`src/hw/rtl/lms_adaptive_fir_assert.svh`:
```
// Assertion macros shared by the adaptive filter RTL files.
// No dependencies; the bodies are empty when SYNTHESIS is defined.
`ifndef LMS_ADAPTIVE_FIR_ASSERT_SVH
`define LMS_ADAPTIVE_FIR_ASSERT_SVH
`ifndef SYNTHESIS
// Expression must hold at every clock edge out of reset.
`define LMSAF_ASSERT(label, clk, rst_n, expr) \
    label: assert property (@(posedge clk) disable iff (!rst_n) (expr)) \
        else $error("lmsaf assertion failed");
// Consequent must hold in the same cycle as the antecedent.
`define LMSAF_ASSERT_IMP(label, clk, rst_n, ante, cons) \
    label: assert property (@(posedge clk) disable iff (!rst_n) (ante) |-> (cons)) \
        else $error("lmsaf assertion failed");
// Consequent must hold in the cycle after the antecedent.
`define LMSAF_ASSERT_NXT(label, clk, rst_n, ante, cons) \
    label: assert property (@(posedge clk) disable iff (!rst_n) (ante) |=> (cons)) \
        else $error("lmsaf assertion failed");
`else
`define LMSAF_ASSERT(label, clk, rst_n, expr)
`define LMSAF_ASSERT_IMP(label, clk, rst_n, ante, cons)
`define LMSAF_ASSERT_NXT(label, clk, rst_n, ante, cons)
`endif
`endif

```
`src/hw/rtl/lmsaf_pkg.sv`:
```
// Package for the LMS adaptive FIR: field widths, constants and the
// sequencer-to-datapath control struct. No dependencies.
`timescale 1ns / 1ps
`default_nettype none

package lmsaf_pkg;

    localparam int SAMPLE_W = 16;
    localparam int WEIGHT_W = 48;
    localparam int PROD_W   = 64;
    localparam int OUT_W    = 32;
    localparam int MU_W     = 6;

    localparam logic [MU_W-1:0] MU_RESET = 6'd5;

    // Control flags driven by the sequencer.
    typedef struct packed {
        logic clr;       // clearing pass: zero both memories at w_addr
        logic accept;    // item taken: write reference sample at d_addr
        logic rd_en;     // issue a tap read at w_addr / d_addr
        logic rd_last;   // this read is the final tap of the pass
        logic upd;       // pass is the weight update, not the filter sum
        logic fin;       // form output and error from the accumulator
        logic load_out;  // move the result into the output register
    } lmsaf_ctl_t;

endpackage

`default_nettype wire

```
`src/hw/rtl/lmsaf_seq.sv`:
```
// Sequencer of the adaptive filter: clearing pass, filter pass, weight
// update pass and delay line head pointer. Depends on lmsaf_pkg.
`timescale 1ns / 1ps
`default_nettype none
`include "lms_adaptive_fir_assert.svh"

module lmsaf_seq #(
    parameter int TAPS = 256
) (
    input  wire                           aclk,
    input  wire                           aresetn,
    input  wire                           in_valid,
    output logic                          in_ready,
    input  wire                           out_free,
    input  wire                           pass_done,
    output lmsaf_pkg::lmsaf_ctl_t         ctl,
    output logic [$clog2(TAPS)-1:0]       w_addr,
    output logic [$clog2(TAPS)-1:0]       d_addr
);
    import lmsaf_pkg::*;

    localparam int IDX_W = $clog2(TAPS);
    localparam logic [IDX_W-1:0] LAST = IDX_W'(TAPS - 1);

    localparam logic [2:0] ST_CLEAR = 3'd0;
    localparam logic [2:0] ST_IDLE  = 3'd1;
    localparam logic [2:0] ST_MAC   = 3'd2;
    localparam logic [2:0] ST_FIN   = 3'd3;
    localparam logic [2:0] ST_UPD   = 3'd4;
    localparam logic [2:0] ST_DONE  = 3'd5;

    logic [2:0]       state_reg, state_next;
    logic [IDX_W-1:0] cnt_reg, cnt_next;
    logic [IDX_W-1:0] daddr_reg, daddr_next;
    logic [IDX_W-1:0] ptr_reg, ptr_next;
    logic             iss_on_reg, iss_on_next;

    // Next state and control flags.
    always_comb begin
        state_next  = state_reg;
        cnt_next    = cnt_reg;
        daddr_next  = daddr_reg;
        ptr_next    = ptr_reg;
        iss_on_next = iss_on_reg;
        ctl         = '0;
        in_ready    = 1'b0;
        case (state_reg)
            ST_CLEAR: begin
                ctl.clr = 1'b1;
                if (cnt_reg == LAST) begin
                    cnt_next   = '0;
                    state_next = ST_IDLE;
                end else begin
                    cnt_next = cnt_reg + 1'b1;
                end
            end
            ST_IDLE: begin
                in_ready = 1'b1;
                if (in_valid) begin
                    ctl.accept  = 1'b1;
                    cnt_next    = '0;
                    daddr_next  = ptr_reg;
                    iss_on_next = 1'b1;
                    state_next  = ST_MAC;
                end
            end
            ST_MAC, ST_UPD: begin
                ctl.upd = (state_reg == ST_UPD);
                if (iss_on_reg) begin
                    ctl.rd_en   = 1'b1;
                    ctl.rd_last = (cnt_reg == LAST);
                    daddr_next  = (daddr_reg == LAST) ? '0 : daddr_reg + 1'b1;
                    if (cnt_reg == LAST) begin
                        iss_on_next = 1'b0;
                    end else begin
                        cnt_next = cnt_reg + 1'b1;
                    end
                end
                if (pass_done) begin
                    state_next = (state_reg == ST_MAC) ? ST_FIN : ST_DONE;
                end
            end
            ST_FIN: begin
                ctl.fin     = 1'b1;
                cnt_next    = '0;
                daddr_next  = ptr_reg;
                iss_on_next = 1'b1;
                state_next  = ST_UPD;
            end
            ST_DONE: begin
                if (out_free) begin
                    ctl.load_out = 1'b1;
                    // The delay line shifts by moving its head one place back.
                    ptr_next     = (ptr_reg == '0) ? LAST : ptr_reg - 1'b1;
                    state_next   = ST_IDLE;
                end
            end
            default: begin
                state_next = ST_CLEAR;
                cnt_next   = '0;
            end
        endcase
    end

    assign w_addr = cnt_reg;
    assign d_addr = (state_reg == ST_IDLE) ? ptr_reg : daddr_reg;

    // State and counters.
    always_ff @(posedge aclk) begin
        if (!aresetn) begin
            state_reg  <= ST_CLEAR;
            cnt_reg    <= '0;
            daddr_reg  <= '0;
            ptr_reg    <= '0;
            iss_on_reg <= 1'b0;
        end else begin
            state_reg  <= state_next;
            cnt_reg    <= cnt_next;
            daddr_reg  <= daddr_next;
            ptr_reg    <= ptr_next;
            iss_on_reg <= iss_on_next;
        end
    end

    `LMSAF_ASSERT_IMP(a_done_in_pass, aclk, aresetn, pass_done, (state_reg == ST_MAC) || (state_reg == ST_UPD))
    `LMSAF_ASSERT(a_addr_in_range, aclk, aresetn, (ptr_reg <= LAST) && (daddr_reg <= LAST))
    `LMSAF_ASSERT_NXT(a_accept_starts, aclk, aresetn, ctl.accept, (state_reg == ST_MAC) && (cnt_reg == '0) && iss_on_reg)

endmodule

`default_nettype wire

```
`config.mk`:
```
export PLATFORM = sky130hd
export DESIGN_NAME = lmsaf_seq
export DESIGN_NICKNAME = d
export VERILOG_FILES = /design/src/hw/rtl/lmsaf_pkg.sv /design/src/hw/rtl/lmsaf_seq.sv
export VERILOG_INCLUDE_DIRS = /design/src /design/src/hw/rtl
export SDC_FILE = /design/constraint.sdc
export NUM_CORES = 1
export LEC_CHECK = 0
export BUFFER_PORTS_ARGS = -buffer_cell sky130_fd_sc_hd__buf_2
export CAP_MARGIN = 20
export CORE_MARGIN = 5
export CORE_UTILIZATION = 50
export DETAILED_ROUTE_END_ITERATION = 10
export GPL_TIMING_DRIVEN = 0
export PLACE_DENSITY = 0.69
export SYNTH_ARGS = -nofsm -noshare
export SYNTH_HDL_FRONTEND = slang
export SYNTH_SLANG_ARGS = --single-unit
```
`constraint.sdc`:
```
create_clock -name aclk -period 2.3 [get_ports aclk]
set_clock_uncertainty 0.05 [all_clocks]
set_input_delay 0.345 -clock aclk [delete_from_list [all_inputs] [get_ports aclk]]
set_output_delay 0.345 -clock aclk [all_outputs]
set_load 0.005 [all_outputs]
```
==> reports/metrics.csv <==
stage,metric,value,unit
run_status,status,"finished, final reports clean",
worst_setup_path,startpoint types,flop,
die,die height,69.5,µm
sta,Tcrit/Tclk final,95.8,%
sta,"Hold Vio Cnt, Final",0,
worst_setup_path,data arrival time of the worst path,1.81,ns
global_routing,gr ovfl total,0,
die,Die Width,69.5,µm
routing,DR iter-0 viols,173,
synthesis,post-synthesis sequential area ratio,31.7,%
routing,WL/cell,15.1,µm
job,max_cap viols,0,
layout,post-route cell area,2050,µm²
global_routing,first-pass GRT wire length,7470,µm
power,Seq pwr share,62.4,%
power,P_sw,194,µW
layout,area grow syn2layout,15.9,%
worst_setup_path,Crit Path Category,flop to output pin,
sta,hold slack final,0.271,ns
synthesis,leading area contributor after synthesis,dfxtp_1,
synthesis,Mapped Nets,228,
layout,Layout Nets,262,
die,CORE AREA,3390,µm²
routing,DRT Pass-1 Iters,4,
routing,Final ANT Viol Nets,0,
layout,"most common cell after layout, fill and taps aside",buf_2,
hold_path,worst min-delay path category,primary input to flop,
placement,GPL Wtd Cong,0.815,
synthesis,Area contributors post-synth,"dfxtp_1, a21oi_1, mux2_2, nand2_1, o21ai_0",
global_routing,Tot GR Track Use,18.5,%
synthesis,"Async S/R FF share, synth",0,%
layout,ant diodes,0,
cts,clk_lat worst skew,0.34,ns
sta,setup slack after layout,0.0977,ns
synthesis,Synth top area share,31.7,%
worst_setup_path,Critical Path End Type,output pin,
power,clock power share,32.1,%
layout,post-layout util,60.5,%
sta,fmax,0.454,GHz
power,Leak,0.869,nW
cts,clk sink count,28,
sta,RSZ-0062 raised after global routing,no,
power,Power Dens Cells,390,nW/µm²
synthesis,Cells after Synth,219,
worst_setup_path,required time worst endpoint,1.90,ns
global_routing,vias in the first global route,1501,
placement,Post-Place Cells,293,
routing,Post-Route WL,4490,µm
routing,via count,1748,
cts,number of buffers created by CTS,3,
synthesis,synthesized area per cell,8.08,µm²
placement,"Cell Area, Placed",1970,µm²
synthesis,number of distinct library cells after synthesis,57,
routing,DR vias/cell,5.87,
synthesis,Post-Syn Area,1770,µm²
cts,CTS tree,yes,
die,Starting Density,52.2,%
synthesis,register bit total from synthesis,28,
placement,Post-DP HPWL,3220,µm
layout,layout cells sized above 1,25.0,%
power,P_int,607,µW
power,Comb power frac,5.5,%
worst_setup_path,crit path max fanout,10,
routing,# DRC,0,
cts,CTS max path bufs,2,
sta,Rel. slew slack,56.2,%
die,Die ar.,4830,µm²
cts,clock slew seen by the registers of the worst setup and hold paths,0.16,ns
sta,max-slew violations,0,
placement,"worst slack, placed",0.223,ns
power,maximum vdd drop,0.000182,V
die,standard-cell row count,21,
sta,setup TNS,0,ns
synthesis,yosys warns,0,
layout,Non-Filler Instances,298,
global_routing,initial antenna violation count,0,
placement,# port buffers,28,
cts,clk root buf,clkbuf_4,
global_routing,largest net degree at the start of global routing,16,
power,sw frac,24.2,%
sta,Tmin final,2.20,ns
layout,most frequent cells in the layout,"buf_2, dfxtp_1, nand2_1, a21oi_1, nor2_1",
synthesis,Post-synth EDFFs,0,
synthesis,Post-synth top flop,dfxtp_1,
power,total power,801,µW
cts,CTS H-tree lvls,1,
sta,setup violators final,0,
die,# IOs,29,
sta,Worst Max-Slew Pin Slew,0.650,ns
## cell usage after synthesis, types with 3 or more instances
library cell  instances
a21oi_1              19
and2_1                5
buf_2                 5
clkbuf_1              4
dfxtp_1              28
ha_1                  4
inv_1                 9
mux2_2                8
nand2_1              21
nand3_1               6
nand4_1               4
nor2_1               16
nor2b_1               3
nor3_1                5
nor4_1                4
o21a_1                3
o21ai_0              14
o31ai_1               3
or3_1                 3
xnor2_1               7
xor2_1                3
## power by group through the flow
stage	clock network (mW)	logic [mW]	registers (mW)
finish	0.257	0.0439	0.500
global route	0.283	0.0495	0.502
CTS	0.260	0.0442	0.501
detailed placement	0	0.0442	0.511
global placement	0	0.0439	0.511
floorplan	0	0.0240	0.510
## logic make-up (layout without fill, tap and decap cells)
group,Yosys count,in the layout,synth area share (%)
DFF,28,28,31.7
muxes,9,9,5.65
AOI/OAI and AO/OA,62,62,22.3
xor gates and xnor gates,10,10,4.95
and+or+nand+nor,87,87,28.1
adders and majority gates,4,4,2.83
buffers and inverters,19,52,4.59
## repair_timing
item,4_1_cts,5_1_grt
setup endpoints to repair,9,8
setup buffers,0,1
gates resized for setup,6,9
hold buffers,0,0
cloned,0,0
## worst max-delay path, stage by stage (launching register included)
cell and delay, ns:
dfxtp_1 0.38, buf_6 0.16, nor2b_4 0.16, and2_1 0.14, buf_6 0.15, mux2_2 0.35
buf_2 0.13
## routing by layer
metal,track usage (%),vias up,part of all wire (%)
met3,2.75,5,3.8
met2,27.1,37,45
met5,0,-,0
li1,-,868,-
met4,4.56,0,0.89
met1,28.0,838,51
## final cells by class
type                       instances  area [µm²]
multi-input combinational        172        1150
timing repair buffer              29         148
fill                             316        1340
buffer                            10        65.1
clock buffer                       4        36.3
sequential                        28         566
tap                               46        57.6
inverter                           9        33.8
## worst paths after layout
| kind | from | to | slack (ns) | cells after the start |
|---|---|---|---|---|
| min reg2reg | w_addr[1] | w_addr[1] | 0.47 | 2 |
| max | state_reg[0] | d_addr[6] | 0.1 | 6 |
| min | aresetn | state_reg[0] | 0.27 | 3 |
| max reg2reg | w_addr[0] | w_addr[0] | 0.35 | 6 |
Power figures use the tool's default switching activity.
